**config.mk**
```make
export PLATFORM = sky130hd
export DESIGN_NAME = agp_ctrl
export DESIGN_NICKNAME = d
export VERILOG_FILES = /design/src/hw/rtl/agp_pkg.sv /design/src/hw/rtl/agp_ctrl.sv
export SDC_FILE = /design/constraint.sdc
export NUM_CORES = 1
export LEC_CHECK = 0
export ABC_CLOCK_PERIOD_IN_PS = 3200
export BUFFER_PORTS_ARGS = -buffer_cell sky130_fd_sc_hd__buf_4
export CAP_MARGIN = 20
export CORE_AREA = 2 2 44 46
export DETAILED_ROUTE_END_ITERATION = 6
export DIE_AREA = 0 0 46 48
export PLACE_DENSITY = 0.8
export SLEW_MARGIN = 20
export SYNTH_ARGS = -nofsm -noshare
export SYNTH_HDL_FRONTEND = slang
export SYNTH_SLANG_ARGS = --single-unit
```
**constraint.sdc**
```tcl
create_clock -name clk_i -period 3.2 [get_ports clk_i]
set_input_delay 0.16 -clock clk_i [delete_from_list [all_inputs] [get_ports clk_i]]
set_output_delay 0.16 -clock clk_i [all_outputs]
set_load 0.05 [all_outputs]
```
**src/hw/rtl/agp_pkg.sv**
```systemverilog
// Shared constants, control structs and the exp2 root table for the Asian path payoff unit.
package agp_pkg;

  localparam int FracBits = 24;
  localparam int LogSumW  = 48;
  localparam int PriceW   = 32;
  localparam int CoefW    = 32;
  localparam int SampleW  = 16;
  localparam int SumW     = 64;
  localparam int CountW   = 32;
  localparam int StepsW   = 11;
  localparam int CfgIdxW  = 3;
  localparam int CfgDataW = 32;
  localparam int IterW    = 6;
  localparam int MW       = 36;
  localparam int DivIters = LogSumW;

  // Register indexes
  localparam logic [CfgIdxW-1:0] CfgInitPrice = 3'd0;
  localparam logic [CfgIdxW-1:0] CfgDrift     = 3'd1;
  localparam logic [CfgIdxW-1:0] CfgVol       = 3'd2;
  localparam logic [CfgIdxW-1:0] CfgStrike    = 3'd3;
  localparam logic [CfgIdxW-1:0] CfgCall      = 3'd4;
  localparam logic [CfgIdxW-1:0] CfgSteps     = 3'd5;

  // Register reset values
  localparam logic [PriceW-1:0] InitPriceRst = 32'd6553600;
  localparam logic [CoefW-1:0]  DriftRst     = 32'd536871;
  localparam logic [CoefW-1:0]  VolRst       = 32'd42949673;
  localparam logic [PriceW-1:0] StrikeRst    = 32'd6553600;
  localparam logic              CallRst      = 1'b1;
  localparam logic [StepsW-1:0] StepsRst     = 11'd100;

  // Controller to datapath commands
  typedef struct packed {
    logic             load;
    logic             grow;
    logic             mul;
    logic             price;
    logic             log_norm;
    logic             log_iter;
    logic             log_add;
    logic             div_init;
    logic             div_iter;
    logic             exp_init;
    logic             exp_iter;
    logic             pay;
    logic             commit;
    logic [IterW-1:0] iter;
  } cmd_t;

  // Datapath to controller status
  typedef struct packed {
    logic last_step;
    logic out_free;
  } status_t;

  typedef logic [FracBits-1:0][31:0] root_tab_t;

  // Integer square root, one result bit per pass
  function automatic logic [63:0] isqrt64(input logic [63:0] n);
    logic [63:0] rem;
    logic [63:0] root;
    logic [63:0] b;
    rem  = n;
    root = 64'd0;
    b    = 64'h4000_0000_0000_0000;
    for (int j = 0; j < 32; j++) begin
      if (rem >= root + b) begin
        rem  = rem - (root + b);
        root = (root >> 1) + b;
      end else begin
        root = root >> 1;
      end
      b = b >> 2;
    end
    return root;
  endfunction

  // Successive square roots of 2.0 in Q1.31, entry k-1 holds 2^(2^-k)
  function automatic root_tab_t root_table();
    root_tab_t   t;
    logic [63:0] r;
    r = 64'h1_0000_0000;
    for (int k = 0; k < FracBits; k++) begin
      r    = isqrt64(r << 31);
      t[k] = r[31:0];
    end
    return t;
  endfunction

endpackage

```
**src/hw/rtl/agp_ctrl.sv**
```systemverilog
// Sequencer for the step, divide and exp2 phases of the path engine.
module agp_ctrl (
  input  logic             clk_i,
  input  logic             rst_ni,
  input  logic             in_valid_i,
  output logic             in_ready_o,
  input  agp_pkg::status_t status_i,
  output agp_pkg::cmd_t    cmd_o
);

  localparam logic [3:0] StIdle  = 4'd0;
  localparam logic [3:0] StGrow  = 4'd1;
  localparam logic [3:0] StMul   = 4'd2;
  localparam logic [3:0] StPrice = 4'd3;
  localparam logic [3:0] StLogN  = 4'd4;
  localparam logic [3:0] StLog   = 4'd5;
  localparam logic [3:0] StAdd   = 4'd6;
  localparam logic [3:0] StDivI  = 4'd7;
  localparam logic [3:0] StDiv   = 4'd8;
  localparam logic [3:0] StExpI  = 4'd9;
  localparam logic [3:0] StExp   = 4'd10;
  localparam logic [3:0] StPay   = 4'd11;
  localparam logic [3:0] StOut   = 4'd12;

  localparam logic [agp_pkg::IterW-1:0] FracLast =
    agp_pkg::IterW'(agp_pkg::FracBits - 1);
  localparam logic [agp_pkg::IterW-1:0] DivLast =
    agp_pkg::IterW'(agp_pkg::DivIters - 1);

  logic [3:0]                state_q, state_d;
  logic [agp_pkg::IterW-1:0] cnt_q, cnt_d;

  always_ff @(posedge clk_i or negedge rst_ni) begin
    if (!rst_ni) begin
      state_q <= StIdle;
      cnt_q   <= '0;
    end else begin
      state_q <= state_d;
      cnt_q   <= cnt_d;
    end
  end

  // Next state and command strobes
  always_comb begin
    state_d    = state_q;
    cnt_d      = cnt_q;
    cmd_o      = '0;
    cmd_o.iter = cnt_q;
    in_ready_o = 1'b0;
    unique case (state_q)
      StIdle: begin
        in_ready_o = 1'b1;
        if (in_valid_i) begin
          cmd_o.load = 1'b1;
          state_d    = StGrow;
        end
      end
      StGrow: begin
        cmd_o.grow = 1'b1;
        state_d    = StMul;
      end
      StMul: begin
        cmd_o.mul = 1'b1;
        state_d   = StPrice;
      end
      StPrice: begin
        cmd_o.price = 1'b1;
        state_d     = StLogN;
      end
      StLogN: begin
        cmd_o.log_norm = 1'b1;
        cnt_d          = '0;
        state_d        = StLog;
      end
      StLog: begin
        cmd_o.log_iter = 1'b1;
        cnt_d          = cnt_q + 1'b1;
        if (cnt_q == FracLast) state_d = StAdd;
      end
      StAdd: begin
        cmd_o.log_add = 1'b1;
        state_d       = status_i.last_step ? StDivI : StIdle;
      end
      StDivI: begin
        cmd_o.div_init = 1'b1;
        cnt_d          = '0;
        state_d        = StDiv;
      end
      StDiv: begin
        cmd_o.div_iter = 1'b1;
        cnt_d          = cnt_q + 1'b1;
        if (cnt_q == DivLast) state_d = StExpI;
      end
      StExpI: begin
        cmd_o.exp_init = 1'b1;
        cnt_d          = '0;
        state_d        = StExp;
      end
      StExp: begin
        cmd_o.exp_iter = 1'b1;
        cnt_d          = cnt_q + 1'b1;
        if (cnt_q == FracLast) state_d = StPay;
      end
      StPay: begin
        cmd_o.pay = 1'b1;
        state_d   = StOut;
      end
      StOut: begin
        if (status_i.out_free) begin
          cmd_o.commit = 1'b1;
          state_d      = StIdle;
        end
      end
      default: begin
        state_d = StIdle;
      end
    endcase
  end

endmodule

```
==> flow_summary.json, run 1 <==
{
  "synth_cell_types": 43,
  "skew_ps": 1.98,
  "clk_latency_ps": 260,
  "crit_cells": 3,
  "tightest_slew_ps": 716,
  "num_vias": 898,
  "cts.path.max_buffers": 2,
  "worst-path-buf-inv": 1,
  "tns_ps": 0,
  "fill_cells": 151,
  "die_h_um": 48,
  "antennaDiodeCount": 0,
  "clkSlewWorstSetupHoldPaths_ps": 70,
  "synth_top_family_by_area": "simple AND/OR/NAND/NOR gates",
  "yosysWarnings": 0,
  "rows": 15,
  "status": "finished, final reports clean",
  "num_io_pins": 25,
  "port_buffers": 24,
  "htreeDepth": 1,
  "first_pass_iters": 4,
  "seq_area_um2": 250,
  "synthAdderAreaFrac": 0.0144,
  "critPathRequiredTime_ps": 3040,
  "slew_viol_final": 0,
  "setup_violations": 0,
  "rsz0062_at_grt": "false",
  "reg2reg_depth": 4,
  "final_common_cell": "buf_4",
  "vias_per_cell": 6.32,
  "grt_remaining_overflow": 0,
  "muxShareOfSynthArea": 0.0375,
  "synth-xor-area-share": 0,
  "cts_root_buf": "clkbuf_4",
  "crit_fanout": 23,
  "async_reset_ff_frac": 1.00,
  "crit_path_end_kind": "output port",
  "antenna_found_initial": 0,
  "hold_path_depth": 3,
  "cts_setup_buffers": 0,
  "syn_area_um2": 867,
  "netlist_top_cells_area": "dfrtp_1, a41oi_1, nor2_1",
  "drv_cap": 0,
  "syn_to_final_growth_pct": 20.5,
  "core_um2": 1690,
  "ys_seq_area_frac": 0.289,
  "grt_max_degree": 24,
  "grt_pass1_wl_um": 3630,
  "final_layout_size_suffix_gt1_frac": 0.296,
  "cts_tree": "done",
  "cp_slowest_cell": "dfrtp_1",
  "ys_ff_latch": 10,
  "synth_ff_type": "dfrtp_1",
  "synth_edf_count": 0,
  "cts_buffers": 3,
  "syn_nets": 112,
  "fp.dieW_um": 46,
  "fmax_ghz": 0.498,
  "track_usage": 0.230,
  "syn_inst": 106,
  "holdCritPathClass": "in2reg",
  "crit_chain": "nand2b_1, nor2_2, buf_4",
  "fin_crit_ps": 2010,
  "worstSetupPathType": "reg2out",
  "yosys.area.top_type_share": 0.289,
  "synth_top_cell_by_area": "dfrtp_1",
  "synth_compound_area_frac": 0.289,
  "detail_route.wl_per_cell_um": 15.5,
  "reg2reg_slack_ps": 1350,
  "arrival_ps": 1850,
  "start_util": 0.513,
  "cp_top_family": "flip-flops",
  "drtAntennaViolNets": 0,
  "cts.sinks": 10,
  "gp_congestion": 0.857,
  "mostFrequentLayoutCells": "buf_4, dfrtp_1, nor2_1, nand2_1",
  "die_area_um2": 2210,
  "grt_pass1_vias": 834,
  "multi_input_area_um2": 549,
  "slowest_delay_ps": 810,
  "yosys.area_share.simple": 0.293,
  "drc": 0,
  "wirelength_um": 2200,
  "period_share": 0.628,
  "syn_area_per_cell_um2": 8.18,
  "dr.first_iter.drc_count": 28,
  "post-dp-hpwl_um": 1590,
  "finalHoldViolations": 0,
  "relSlewSlack": 0.523,
  "cp-start-kind": "register",
  "nNetsFinal": 133
}
## cells in the mapped netlist (all sizes together) (2+ instances only)
library cell	instances
inv	3
nand2b	7
nor3	5
a41oi	4
o211ai	2
nand2	9
buf	6
dfrtp	10
nor2	11
and3	2
nor2b	3
o21ai	8
a31oi	2
clkbuf	3
mux2	2
nand4b	2
and2	2
o22ai	2
a221oi	2
a21oi	6
nand3	2
a32o	2
a21o	2
## path summary, 6_finish.rpt
kind / to / startpoint
max in group asynchronous: cnt_q[0] / rst_ni
min in group asynchronous: cnt_q[4] / rst_ni
worst max register to register: cnt_q[0] / state_q[2]
worst min register to register: cnt_q[2] / cnt_q[2]
worst min-delay path: state_q[3] / status_i[0]
worst max-delay path: cmd_o[13] / state_q[0]
## worst reg2reg max path, cell delays in order, from the launching register on
cell	delay, ps
dfrtp_1	790
nand2b_1	400
mux2_2	220
nor2_1	30
a221o_1	290
## timing repair
item	4_1_cts	5_1_grt
gates resized for setup	0	0
hold endpoints to repair	10	0
hold buffers	1	0
## layout make-up
type / instances / area share
clock buffer: 3 / 0.0216
inverter: 3 / 0.0108
timing repair buffer: 25 / 0.182
tap: 17 / 0.0204
multi-input combinational: 84 / 0.526
sequential: 10 / 0.240
## per-layer routing
metal | track usage | vias to the layer above | share of wire | wire length [um]
li1 | - | 439 | - | -
met1 | 0.291 | 418 | 0.43 | 956
met2 | 0.381 | 34 | 0.48 | 1070
met3 | 0.0302 | 7 | 0.061 | 135
met4 | 0.120 | 0 | 0.020 | 44
met5 | 0 | - | 0 | 0
## registers in the layout (all words and copies together), names as in the netlist
| register | cells |
|---|---|
| state_q | 4 |
| cnt_q | 6 |
## cells by family after synthesis
logic type | count (synthesis)
flip-flops | 10
adder cells (fa/ha/maj) | 1
AO/OA/AOI/OAI | 34
AND/OR/NAND/NOR | 46
multiplexers | 3
buffers and inverters | 12
## metrics by stage
step / util / instances / setup slack [ps] / area (um2) / hold slack (ps)
after floorplan: - / 106 / 239 / 867 / -136
after global placement: 0.599 / 138 / 1440 / 1010 / -0.263
after detailed placement: 0.599 / 138 / 1370 / 1010 / 2.92
after CTS: 0.619 / 142 / 1210 / 1040 / 257
after global routing: 0.619 / 142 / 1100 / 1040 / 272
final: 0.619 / 142 / 1190 / 1040 / 263
Power of run 1 is not shown: default switching activity piles up to over one toggle a cycle in this logic, so the estimate is an artifact.
==> run 2: changes to the inputs <==
ABC_CLOCK_PERIOD_IN_PS = 1940   (was 3200)
CORE_AREA = 2 2 41 52   (was 2 2 44 46)
DIE_AREA = 0 0 43 54   (was 0 0 46 48)
PLACE_DENSITY = 0.76   (was 0.8)
clock period = 1.94 ns   (was 3.2 ns; I/O delays follow)
==> run 2 against run 1 <==
  * Core utilization fell by 2.9 points
  * Hold slack lost 80 ps
  * Routed wire length is 12% higher
  * Clock skew about the same
  * Cell count up 6.3%
  * Die area grew 5.2%
  * Setup slack worse by 990 ps
  * Via count rose by 3.8%
  * Highest routed layer unchanged
==> flow_summary.json, run 2 (synthesized netlist as in run 1, its figures left out) <==
{
  "grt_max_degree": 16,
  "holdCritPathClass": "in2async",
  "track_usage": 0.224,
  "syn_to_final_growth_pct": 28.6,
  "cts.path.max_buffers": 2,
  "htreeDepth": 1,
  "num_io_pins": 25,
  "fmax_ghz": 0.574,
  "grt_remaining_overflow": 0,
  "num_vias": 932,
  "start_util": 0.458,
  "setup_violations": 0,
  "port_buffers": 24,
  "vias_per_cell": 6.17,
  "die_area_um2": 2320,
  "fill_cells": 189,
  "crit_top_cell": "buf_4",
  "slowest_delay_ps": 480,
  "final_layout_size_suffix_gt1_frac": 0.336,
  "gp_congestion": 0.841,
  "drv_cap": 0,
  "utilization": 0.589,
  "largest_reg_flops": 6,
  "wirelength_um": 2460,
  "cts.sinks": 10,
  "drtAntennaViolNets": 0,
  "cts_buffers": 3,
  "clkSlewWorstSetupHoldPaths_ps": 80,
  "nNetsFinal": 138,
  "finalHoldViolations": 0,
  "crit_chain": "buf_4, nor4_4, and2_1, buf_4",
  "status": "finished, final reports clean",
  "clk_latency_ps": 270,
  "dr.first_iter.drc_count": 26,
  "grt_pass1_wl_um": 3840,
  "cp-start-kind": "register",
  "cts_root_buf": "clkbuf_4",
  "period_share": 0.898,
  "grt_pass1_vias": 856,
  "cts_setup_buffers": 0,
  "cp_top_family": "flip-flops",
  "first_pass_iters": 4,
  "core_um2": 1890,
  "skew_ps": 1.79,
  "crit_fanout": 11,
  "tightest_slew_ps": 491,
  "drc": 0,
  "arrival_ps": 1640,
  "worstSetupPathType": "reg2out",
  "final_common_cell": "buf_4",
  "mostFrequentLayoutCells": "buf_4, dfrtp_1, nor2_1, nand2_1",
  "critPathRequiredTime_ps": 1840,
  "detail_route.wl_per_cell_um": 16.3,
  "antennaDiodeCount": 0,
  "cp_slowest_cell": "dfrtp_1",
  "slew_viol_final": 0,
  "seq_area_um2": 250,
  "worst-path-buf-inv": 2,
  "relSlewSlack": 0.673,
  "rows": 18,
  "post-dp-hpwl_um": 1900,
  "die_h_um": 54,
  "antenna_found_initial": 0,
  "rsz0062_at_grt": "false",
  "regMostFlops": "cnt_q",
  "crit_path_end_kind": "output port",
  "fp.dieW_um": 43,
  "cts_tree": "done",
  "largestRegisters": "cnt_q x6, state_q x4",
  "multi_input_area_um2": 564,
  "fin_crit_ps": 1740
}
run 2: metrics by stage:
step | area (um2) | hold WS [ps] | TNS (ps) | instances | worst slack, ps
after CTS | 1110 | 186 | 0 | 151 | 182
after floorplan | 882 | -199 | -86.1 | 106 | -28.7
after global routing | 1110 | 192 | 0 | 151 | 80.2
final | 1110 | 183 | 0 | 151 | 198
after detailed placement | 1070 | -65.6 | 0 | 146 | 319
after global placement | 1070 | -64.1 | 0 | 146 | 311
run 2: timing repair:
action	in CTS	in global routing
hold buffers	1	0
hold endpoints to repair	10	0
resized for setup	0	0
run 2: path summary, 6_finish.rpt:
check / endpoint / from / slack (ps) / cells past startpoint
worst max-delay path: cmd_o[18] / state_q[1] / 200 / 4
min in group clk_i: state_q[3] / status_i[0] / 180 / 3
worst min register to register: cnt_q[2] / cnt_q[2] / 560 / 1
worst min-delay path: cnt_q[2] / rst_ni / 180 / 2
worst max register to register: cnt_q[0] / state_q[2] / 310 / 3
max in group asynchronous: state_q[3] / rst_ni / 1610 / 2
run 2: worst register-to-register path: cells and delay by family, from the launching register on:
family,cells,cell delay [ps]
AND/OR/NAND/NOR,2,660
flip-flops,1,510
AO/OA/AOI/OAI,1,350
run 2: layer usage:
| metal | part of all wire | global-route usage | wire [um] | vias up |
|---|---|---|---|---|
| met1 | 0.39 | 0.232 | 953 | 433 |
| met5 | 0 | 0 | 0 | - |
| met4 | 0.017 | 0.131 | 41 | 0 |
| li1 | - | - | - | 451 |
| met3 | 0.060 | 0.0336 | 147 | 4 |
| met2 | 0.54 | 0.427 | 1320 | 44 |
run 2: cell type report:
type / instances / share of cell area
Clock buffer: 4 / 0.0325
Multi-Input combinational cell: 84 / 0.506
Timing Repair Buffer: 30 / 0.204
Inverter: 3 / 0.0101
Tap cell: 20 / 0.0224
Sequential cell: 10 / 0.224
Power of run 2 is left out for the same reason.
